## src/hdl/ede_pkg.sv

```systemverilog
package ede_pkg;

  localparam int DIST_W = 7;
  localparam int SYM_W  = 8;
  localparam int FUNC_W = 2;

  localparam logic [FUNC_W-1:0] FUNC_APPEND_FIRST  = 2'd0;
  localparam logic [FUNC_W-1:0] FUNC_APPEND_SECOND = 2'd1;
  localparam logic [FUNC_W-1:0] FUNC_COMPUTE       = 2'd2;

  typedef struct packed {
    logic [FUNC_W-1:0] func;
    logic [SYM_W-1:0]  symbol;
  } req_word_t;

  typedef struct packed {
    logic [DIST_W-1:0] distance;
    logic              overflow;
  } rsp_word_t;

  typedef struct packed {
    logic busy;
    logic done;
  } core_status_t;

endpackage

```

## src/hdl/ede_string_store.sv

```systemverilog
module ede_string_store #(
  parameter int DEPTH  = 64,
  parameter int ADDR_W = 6
) (
  input  logic                     clk,
  input  logic                     we,
  input  logic [ADDR_W-1:0]        waddr,
  input  logic [ede_pkg::SYM_W-1:0] wdata,
  input  logic                     re,
  input  logic [ADDR_W-1:0]        raddr,
  output logic [ede_pkg::SYM_W-1:0] rdata
);

  logic [ede_pkg::SYM_W-1:0] mem [DEPTH];

  always_ff @(posedge clk) begin
    if (we) begin
      mem[waddr] <= wdata;
    end
  end

  // Read data holds between reads, so one read of the second string serves a whole row pass.
  always_ff @(posedge clk) begin
    if (re) begin
      rdata <= mem[raddr];
    end
  end

endmodule

```

## src/hdl/ede_dp_core.sv

```systemverilog
module ede_dp_core #(
  parameter int MAX_LEN = 64,
  parameter int LEN_W   = 7,
  parameter int ADDR_W  = 6
) (
  input  logic                      clk,
  input  logic                      rst,
  input  logic                      start,
  input  logic [LEN_W-1:0]          m_len,
  input  logic [LEN_W-1:0]          n_len,
  input  logic                      out_free,
  output ede_pkg::core_status_t     status,
  output logic [LEN_W-1:0]          result,
  output logic                      a_re,
  output logic [ADDR_W-1:0]         a_raddr,
  input  logic [ede_pkg::SYM_W-1:0] a_rdata,
  output logic                      b_re,
  output logic [ADDR_W-1:0]         b_raddr,
  input  logic [ede_pkg::SYM_W-1:0] b_rdata
);

  localparam logic [1:0] ST_IDLE  = 2'd0;
  localparam logic [1:0] ST_LOADB = 2'd1;
  localparam logic [1:0] ST_ROW   = 2'd2;
  localparam logic [1:0] ST_DONE  = 2'd3;

  logic [1:0]        state;
  logic [ADDR_W-1:0] c;
  logic [ADDR_W-1:0] r;
  logic [LEN_W-1:0]  m_reg;
  logic [LEN_W-1:0]  n_reg;
  logic [LEN_W-1:0]  left;
  logic [LEN_W-1:0]  diag;

  logic [LEN_W-1:0]  cost_mem [MAX_LEN];
  logic [LEN_W-1:0]  cost_rdata;

  logic              rd_en;
  logic [ADDR_W-1:0] rd_addr;
  logic              sub;
  logic [LEN_W-1:0]  above;
  logic [LEN_W:0]    left_inc;
  logic [LEN_W:0]    above_inc;
  logic [LEN_W:0]    diag_sum;
  logic [LEN_W:0]    min_ab;
  logic [LEN_W:0]    min_all;
  logic [LEN_W-1:0]  cell_cost;
  logic              last_cell;
  logic              last_row;

  assign last_cell = (LEN_W'(c) + LEN_W'(1)) == m_reg;
  assign last_row  = (LEN_W'(r) + LEN_W'(1)) == n_reg;

  // The read for the next cell is issued while the current cell is written
  // one entry lower, so the same entry is never read and written in a cycle.
  assign rd_en   = (state == ST_LOADB) || ((state == ST_ROW) && !last_cell);
  assign rd_addr = (state == ST_LOADB) ? '0 : c + ADDR_W'(1);

  assign a_re    = rd_en;
  assign a_raddr = rd_addr;
  assign b_re    = (state == ST_LOADB);
  assign b_raddr = r;

  // On the first row the previous row is the initial one, cost i at column i.
  assign sub       = (a_rdata != b_rdata);
  assign above     = (r == '0) ? (LEN_W'(c) + LEN_W'(1)) : cost_rdata;
  assign left_inc  = {1'b0, left} + (LEN_W+1)'(1);
  assign above_inc = {1'b0, above} + (LEN_W+1)'(1);
  assign diag_sum  = {1'b0, diag} + (LEN_W+1)'(sub);
  assign min_ab    = (left_inc < above_inc) ? left_inc : above_inc;
  assign min_all   = (min_ab < diag_sum) ? min_ab : diag_sum;
  assign cell_cost = min_all[LEN_W-1:0];

  assign status.busy = (state != ST_IDLE);
  assign status.done = (state == ST_DONE);

  always_ff @(posedge clk) begin
    if (rd_en) begin
      cost_rdata <= cost_mem[rd_addr];
    end
    if (state == ST_ROW) begin
      cost_mem[c] <= cell_cost;
    end
  end

  always_ff @(posedge clk) begin
    if (rst) begin
      state <= ST_IDLE;
    end else begin
      case (state)
        ST_IDLE: begin
          if (start) begin
            if ((m_len == '0) || (n_len == '0)) begin
              state <= ST_DONE;
            end else begin
              state <= ST_LOADB;
            end
          end
        end
        ST_LOADB: begin
          state <= ST_ROW;
        end
        ST_ROW: begin
          if (last_cell) begin
            state <= last_row ? ST_DONE : ST_LOADB;
          end
        end
        ST_DONE: begin
          if (out_free) begin
            state <= ST_IDLE;
          end
        end
        default: begin
          state <= ST_IDLE;
        end
      endcase
    end
  end

  always_ff @(posedge clk) begin
    case (state)
      ST_IDLE: begin
        m_reg <= m_len;
        n_reg <= n_len;
        r     <= '0;
        // With one string empty the distance is the other length.
        result <= m_len | n_len;
      end
      ST_LOADB: begin
        c    <= '0;
        left <= LEN_W'(r) + LEN_W'(1);
        diag <= LEN_W'(r);
      end
      ST_ROW: begin
        left <= cell_cost;
        diag <= above;
        if (last_cell) begin
          if (last_row) begin
            result <= cell_cost;
          end else begin
            r <= r + ADDR_W'(1);
          end
        end else begin
          c <= c + ADDR_W'(1);
        end
      end
      default: begin
      end
    endcase
  end

endmodule

```

## src/hdl/edit_distance_engine_top.sv

```systemverilog
// Append words give no result; words are taken only while the core is idle.
// Compute: the result follows the DP row pass, which runs one cell per cycle
// through the cost row memory; when either string is empty no row pass runs.
// One compute is in work at a time.
// Synchronous active-high reset clears the lengths, the overflow flag and the
// sequencer; the string stores and the cost row need no clearing.
module edit_distance_engine_top #(
  parameter int MAX_LEN = 64
) (
  input  logic               clk,
  input  logic               rst,
  input  logic               req_valid,
  output logic               req_ready,
  input  ede_pkg::req_word_t req,
  output logic               rsp_valid,
  input  logic               rsp_ready,
  output ede_pkg::rsp_word_t rsp
);

  localparam int LEN_W  = $clog2(MAX_LEN + 1);
  localparam int ADDR_W = (MAX_LEN > 1) ? $clog2(MAX_LEN) : 1;
  localparam int DW     = ede_pkg::DIST_W;

  logic [LEN_W-1:0]          first_length;
  logic [LEN_W-1:0]          second_length;
  logic                      overflow_seen;
  logic                      overflow_hold;

  logic                      accept;
  logic                      app_a;
  logic                      app_b;
  logic                      room_a;
  logic                      room_b;
  logic                      start;
  logic                      out_free;
  ede_pkg::core_status_t     status;
  logic [LEN_W-1:0]          result;

  logic                      a_re;
  logic [ADDR_W-1:0]         a_raddr;
  logic [ede_pkg::SYM_W-1:0] a_rdata;
  logic                      b_re;
  logic [ADDR_W-1:0]         b_raddr;
  logic [ede_pkg::SYM_W-1:0] b_rdata;

  assign req_ready = !status.busy;
  assign accept    = req_valid && req_ready;
  assign app_a     = accept && (req.func == ede_pkg::FUNC_APPEND_FIRST);
  assign app_b     = accept && (req.func == ede_pkg::FUNC_APPEND_SECOND);
  assign start     = accept && (req.func == ede_pkg::FUNC_COMPUTE);
  assign room_a    = (first_length != LEN_W'(MAX_LEN));
  assign room_b    = (second_length != LEN_W'(MAX_LEN));
  assign out_free  = !rsp_valid || rsp_ready;

  ede_string_store #(.DEPTH(MAX_LEN), .ADDR_W(ADDR_W)) u_first (
    .clk   (clk),
    .we    (app_a && room_a),
    .waddr (first_length[ADDR_W-1:0]),
    .wdata (req.symbol),
    .re    (a_re),
    .raddr (a_raddr),
    .rdata (a_rdata)
  );

  ede_string_store #(.DEPTH(MAX_LEN), .ADDR_W(ADDR_W)) u_second (
    .clk   (clk),
    .we    (app_b && room_b),
    .waddr (second_length[ADDR_W-1:0]),
    .wdata (req.symbol),
    .re    (b_re),
    .raddr (b_raddr),
    .rdata (b_rdata)
  );

  ede_dp_core #(.MAX_LEN(MAX_LEN), .LEN_W(LEN_W), .ADDR_W(ADDR_W)) u_core (
    .clk      (clk),
    .rst      (rst),
    .start    (start),
    .m_len    (first_length),
    .n_len    (second_length),
    .out_free (out_free),
    .status   (status),
    .result   (result),
    .a_re     (a_re),
    .a_raddr  (a_raddr),
    .a_rdata  (a_rdata),
    .b_re     (b_re),
    .b_raddr  (b_raddr),
    .b_rdata  (b_rdata)
  );

  always_ff @(posedge clk) begin
    if (rst) begin
      first_length  <= '0;
      second_length <= '0;
      overflow_seen <= 1'b0;
      rsp_valid     <= 1'b0;
    end else begin
      if (app_a) begin
        if (room_a) begin
          first_length <= first_length + LEN_W'(1);
        end else begin
          overflow_seen <= 1'b1;
        end
      end
      if (app_b) begin
        if (room_b) begin
          second_length <= second_length + LEN_W'(1);
        end else begin
          overflow_seen <= 1'b1;
        end
      end
      if (start) begin
        first_length  <= '0;
        second_length <= '0;
        overflow_seen <= 1'b0;
      end
      if (status.done && out_free) begin
        rsp_valid <= 1'b1;
      end else if (rsp_ready) begin
        rsp_valid <= 1'b0;
      end
    end
  end

  always_ff @(posedge clk) begin
    if (start) begin
      overflow_hold <= overflow_seen;
    end
    if (status.done && out_free) begin
      rsp.distance <= DW'(result);
      rsp.overflow <= overflow_hold;
    end
  end

endmodule

```

## config.mk

```make
export PLATFORM = sky130hd
export DESIGN_NAME = edit_distance_engine_top
export DESIGN_NICKNAME = d
export VERILOG_FILES = /design/src/hdl/ede_pkg.sv /design/src/hdl/ede_string_store.sv /design/src/hdl/ede_dp_core.sv /design/src/hdl/edit_distance_engine_top.sv
export SDC_FILE = /design/constraint.sdc
export NUM_CORES = 2
export LEC_CHECK = 0
export BUFFER_PORTS_ARGS = -buffer_cell sky130_fd_sc_hd__buf_2
export CORE_MARGIN = 2
export CORE_UTILIZATION = 63
export CTS_CLUSTER_SIZE = 25
export DETAILED_ROUTE_END_ITERATION = 8
export PLACE_DENSITY = 0.79
export SKIP_LAST_GASP = 1
export SYNTH_ARGS = -nofsm -noshare
export SYNTH_HDL_FRONTEND = slang
export SYNTH_SLANG_ARGS = --single-unit
export TNS_END_PERCENT = 10
```

## constraint.sdc

```tcl
create_clock -name clk -period 9.9 [get_ports clk]
set_input_delay 0 -clock clk [delete_from_list [all_inputs] [get_ports clk]]
set_output_delay 0 -clock clk [all_outputs]
set_load 0.005 [all_outputs]
```

* After elaboration in Yosys (flattened, before gate mapping)
Memories as Yosys holds them, arrays and structs flattened. A register that Yosys moved wholly into a read port is not among the register bits. Cells that the tools add are included.
Operators by class: muxes and demuxes 32, reductions and logical operators 30, add/subtract/negate cells 9, equality and inequality tests 16, bitwise logic cells 1, magnitude comparators 2
Operators with widths (count):
- case mux 7 bit (2 select lines) | 3
- two-way mux 7 bit | 4
- two-way mux 6 bit | 4
- case mux 6 bit (2 select lines) | 2
- adder 7 x 1 -> 8 bit, second input constant | 2
- < comparator 8 bit | 2
- adder 6 x 1 -> 7 bit, second input constant | 2
- adder 7 x 1 -> 7 bit, second input constant | 2
- equality test 7 bit | 2
- logical NOT 7 bit | 2
- inequality test 7 bit, second input constant | 2
- adder 6 x 1 -> 6 bit, second input constant | 2
- two-way mux 1 bit | 12
- two-way mux 2 bit | 5
- AND reduction 3 bit | 3
- adder 7 x 1 -> 8 bit | 1
- logical AND 1 bit | 8
- two-way mux 8 bit | 1
- inequality test 2 bit, second input constant | 4
- inequality test 8 bit | 1
- case mux 2 bit (4 select lines) | 1
- nonzero test 2 bit | 4
- bitwise OR 7 bit | 1
- equality test 2 bit, second input constant | 3
- other kinds (8) | 17
Storage, ports and cells: output and inout port bits 10, register bits 74, RAM bits 1472, memories 3, input bits 14
Memories:
- u_first.mem | depth 64, bits a word 8, rd ports 1, clocked after memory_dff 1, write ports 1, RTL line ede_string_store.sv:14 | logic [ede_pkg::SYM_W-1:0] mem [DEPTH];
- u_second.mem | depth 64, bits a word 8, rd ports 1, clocked after memory_dff 1, write ports 1, RTL line ede_string_store.sv:14
- u_core.cost_mem | depth 64, bits a word 7, rd ports 1, clocked after memory_dff 1, write ports 1, RTL line ede_dp_core.sv:35 | logic [LEN_W-1:0] cost_mem [MAX_LEN];

* Logic depth before layout (Yosys ltp)
depth after elaboration 10, depth in mapped cells 34, gate-level depth less buffers 28

* By module
A second synthesis with hierarchy kept.
Unflattened totals: cells, all modules 3542, area, all modules 63382.0 µm²
Modules (own cells, without submodules):
- ede_string_store | area each 20246.9 µm², times used 2, cells each 940, seq. area each 15615.0 µm²
- ede_dp_core | area each 21745.9 µm², times used 1, cells each 1563, seq. area each 15114.5 µm²
- edit_distance_engine_top | area each 1142.3 µm², times used 1, cells each 99, seq. area each 590.6 µm²

* Worst setup path after synthesis
No wires, ideal clock.
path kind reg2reg, from register u_core.r[1] (netlist: u_core.b_raddr[1]), to memory u_core.cost_mem[0][3] (data pin), arrival 7719 ps, path buffers 6, path slack 1618 ps, stages on the path, launching flop included 34, path through edfxtp_1 -> clkbuf_1 -> clkbuf_1 -> clkbuf_1 -> inv_1 -> ha_1 -> clkbuf_1 -> inv_1 -> nor3_4 -> nor2_1 -> clkinv_2 -> ha_1 -> nand3_1 -> a21oi_1 -> a41oi_4 -> xnor2_1 -> ha_1 -> o2111ai_1 -> a41o_1 -> o21ba_1 -> a22oi_2 -> o21a_1 -> buf_6 -> mux2_4 -> inv_1 -> ha_1 -> a21oi_1 -> nor2_1 -> a211o_1 -> a21oi_1 -> a21boi_0 -> a41oi_2 -> buf_4 -> mux2i_1
On the way: longest elaborated chain between the ends 7
RTL lines:
- start: declaration | RTL line ede_dp_core.sv:29 | logic [ADDR_W-1:0] r;
- start signal: assignment | RTL line ede_dp_core.sv:141 | r <= r + ADDR_W'(1);
- logical NOT 6 bit * | RTL line ede_dp_core.sv:66 | assign above = (r == '0) ? (LEN_W'(c) + LEN_W'(1)) : cost_rdata;
- two-way mux 7 bit * | RTL line ede_dp_core.sv:66
- adder 7 x 1 -> 8 bit * | RTL line ede_dp_core.sv:68 | assign above_inc = {1'b0, above} + (LEN_W+1)'(1);
- < comparator 8 bit | RTL line ede_dp_core.sv:70 | assign min_ab = (left_inc < above_inc) ? left_inc : above_inc;
- two-way mux 8 bit * | RTL line ede_dp_core.sv:70
- < comparator 8 bit | RTL line ede_dp_core.sv:71 | assign min_all = (min_ab < diag_sum) ? min_ab : diag_sum;
- two-way mux 7 bit * | RTL line ede_dp_core.sv:71
- via u_core.min_all[3] | RTL line ede_dp_core.sv:46 | logic [LEN_W:0] min_all;
- end: declaration | RTL line ede_dp_core.sv:35
The timed path passes the listed nets; every way through them passes the cells marked *.

* Worst setup path after layout
from register u_core.r[3] (netlist: u_core.b_raddr[3]), to memory u_core.cost_mem[53][5] (data pin)
Same word-level chain as after synthesis.

==> out/qor.yml <==
run_status:
  status: "finished, final reports clean"
sta:
  fin_crit_sh: 0.819
  hold_viol: 0
  rsz0062_at_grt: "no"
  setup-violations-final: 0
  drv_slew: 0
  clock_skew_ns: 0.0266
  fin_tns_setup_ns: 0
  maxSlewHeadroom: 0.0903
  fmaxAchievable_mhz: 123
  min_period_ns: 8.11
  worst_slew_pin_slew_ns: 1.36
placement:
  postPlaceCellArea_um2: 64900
  place_inst: 5047
  place.gp.congestion: 0.906
  port_buffers: 23
  hpwl_um: 91500
clock_network:
  cts_root_buffer: "clkbuf_16"
  cts_buffers: 149
  clk_pin_slew_ns: 0.06
  clock_path_buffers: 3
  clock_latency_ns: 0.77
  htree_levels: 4
  cts_tree: "done"
  clock-sinks: 1569
  post_cts_resize_count: 0
global_routing:
  grt_max_degree: 155
  use_met2: 0.491
  grt_use_met1: 0.419
  grt.busiest_layer: "met2"
  antenna_found_initial: 3
  gr-total-overflow: 0
  groute.usage.overall: 0.307
  grt_use_met3: 0.0668
  grt_first_pass_wirelength_um: 232000
  grt_pass1_vias: 35200
layout:
  area_delta_synth_final_pct: 9.60
  layout.nets: 3959
  drive_above_1_share: 0.131
  num_antenna_cells: 0
  reg_top3: "u_first.mem: 512 flops, u_second.mem: 512 flops, u_core.cost_mem: 448 flops"
  final_area_um2: 69700
  fin_cells: 5333
  fill_cells: 5952
yosys:
  syn_nets: 3977
  synth_async_sr_flop_share: 0
  avgSynthCellArea_um2: 16.2
  synth_area_um2: 63600
  ys_seq_area_frac: 0.738
  yosysUniqueCellTypes: 84
  syn_inst: 3935
  netlist_top_cells_count: "edfxtp_1, nand2_1, nor2_1"
  synth_top_area_share: 0.733
  post-synth-top-count-cell: "edfxtp_1"
  yosys_warnings: 0
  yosysTopAreaCell: "edfxtp_1"
  synth_ff_type: "edfxtp_1"
  synth_edf_count: 1551
  synth.area.top_cells: "edfxtp_1, mux4_2, nand2_1"
  ys_ff_latch: 1569
die:
  initial_core_util: 0.636
  fp.dieArea_um2: 103000
  fp.dieH_um: 322
  row_count: 116
  die_w_um: 322
  fp.coreArea_um2: 100000
  ioPinCount: 24
route:
  final_antenna_net_count: 0
  initialDrtViolationCount: 5431
  vias: 36500
  drc: 0
  wire_per_inst_um: 29.4
  routed_via_density: 6.84
  drtPass1Iterations: 6
  wl_um: 157000
setup_path:
  r2r_setup_slack_ns: 1.79
  end_kind: "flop"
  crit_end: "u_core.cost_mem[53][5]$_DFFE_PP_"
  arrival_ns: 8.71
  cp_max_fo: 53
  crit_family: "compound AO/OA/AOI/OAI gates"
  critPathKind: "reg -> reg"
  crit_path_start_kind: "flop"
  worst-path-buf-inv: 3
  required_ns: 10.50
  crit-reg2reg-capture: "u_core.cost_mem[53][5]$_DFFE_PP_"
  cpPeakStageDelay_ns: 1.05
  cpMaxStageDelayCell: "a21oi_4"
  reg2reg_from: "u_core.b_raddr[3]$_SDFFCE_PN0P_"
  startpoint: "u_core.b_raddr[3]$_SDFFCE_PN0P_"
  ff2ff_path_depth: 27
  cp.depth: 27
pwr:
  ir_drop_mv: 0.496
  power_mw: 24.9
  powerDensity_nw_per_um2: 357
  p_leak_nw: 22.1
worst_hold_path:
  hold_class: "in -> reg"
job:
  cap_violations: 0
==> power breakdown <==
part           leakage [nW]  switching, mW  internal (mW)
clock                  2.23           2.47           3.00
combinational          5.69           6.76           2.66
sequential             14.1          0.152           9.83
==> logic make-up (layout without fill, tap and decap cells) <==
kind of cell               count (synthesis)  in the layout  synth area share
AOI/OAI and AO/OA                        503            503            0.0621
xor gates and xnor gates                  54             54           0.00767
adders and majority gates                 28             28           0.00551
buffers and inverters                    294            394            0.0189
DFF                                     1569           1569             0.738
muxes                                    310            310            0.0856
and+or+nand+nor                         1177           1177            0.0820
==> worst min-delay path: cells and delay by family <==
family	cells	cell delay, ns
AO/OA/AOI/OAI	1	0.28
buffers and inverters	1	0.09
multiplexers	1	0.14
AND/OR/NAND/NOR	3	0.32
==> routing by layer <==
layer	routed length [um]	vias to the layer above
met1	57800	18300
met5	34	-
li1	-	15400
met2	76300	2364
met3	16800	386
met4	6150	6
==> worst min path at each step <==
stage	from	end	slack (ns)	cells past startpoint
floorplan	rst	rsp_valid$_SDFFE_PP0P_	0.07	1
global placement	rst	u_core.state[1]$_SDFFE_PP0P_	0.24	2
detailed placement	rst	u_core.state[1]$_SDFFE_PP0P_	0.25	2
CTS	rsp_ready	u_core.state[1]$_SDFFE_PP0P_	0.04	6
global route	rsp_ready	u_core.state[1]$_SDFFE_PP0P_	0.10	6
finish	rsp_ready	u_core.state[1]$_SDFFE_PP0P_	0.10	6
==> repair_timing <==
| item | CTS | global route |
|---|---|---|
| setup buffers | 0 | 0 |
| hold buffers | 17 | 0 |
| endpoints found under the hold margin | 423 | 0 |
==> cell type report <==
| type | count | area, um^2 | share of cell area |
|---|---|---|---|
| sequential | 1569 | 46900 | 0.673 |
| multi-input combinational | 2072 | 15600 | 0.224 |
| clock buffer | 187 | 3890 | 0.0559 |
| tap | 1298 | 1620 | 0.0233 |
| timing repair buffer | 94 | 761 | 0.0109 |
| clock inverter | 82 | 744 | 0.0107 |
| inverter | 31 | 118 | 0.00169 |
==> cell usage in the layout, fill, tap and decap left out, types with 24 or more instances in the layout <==
master     netlist  final
o22ai_1         26     26
nor3_1          42     42
a311oi_1       137    137
edfxtp_1      1551   1551
o221ai_1        29     29
o21ai_0         29     29
ha_1            28     27
nand3_1        161    161
clkbuf_1       163     37
clkinv_1         2     29
buf_4            2     58
inv_1           27     24
clkbuf_16        0    150
mux4_2         186    186
and3_1          24     24
mux2i_1        119    118
nand2_1        521    519
nor2b_1         97     96
nor2_1         266    261
a211oi_1       122    122
xor2_1          31     29
a21oi_1         45     41
==> stage by stage <==
stage	hold slack, ns	setup slack (ns)	utilization
detailed placement	0.246	1.97	0.649
floorplan	0.0724	1.62	-
global placement	0.238	2.06	0.649
CTS	0.0422	1.94	0.697
global route	0.102	1.32	0.697
finish	0.103	1.79	0.697
Note: power is estimated with default switching activity, not from simulation.
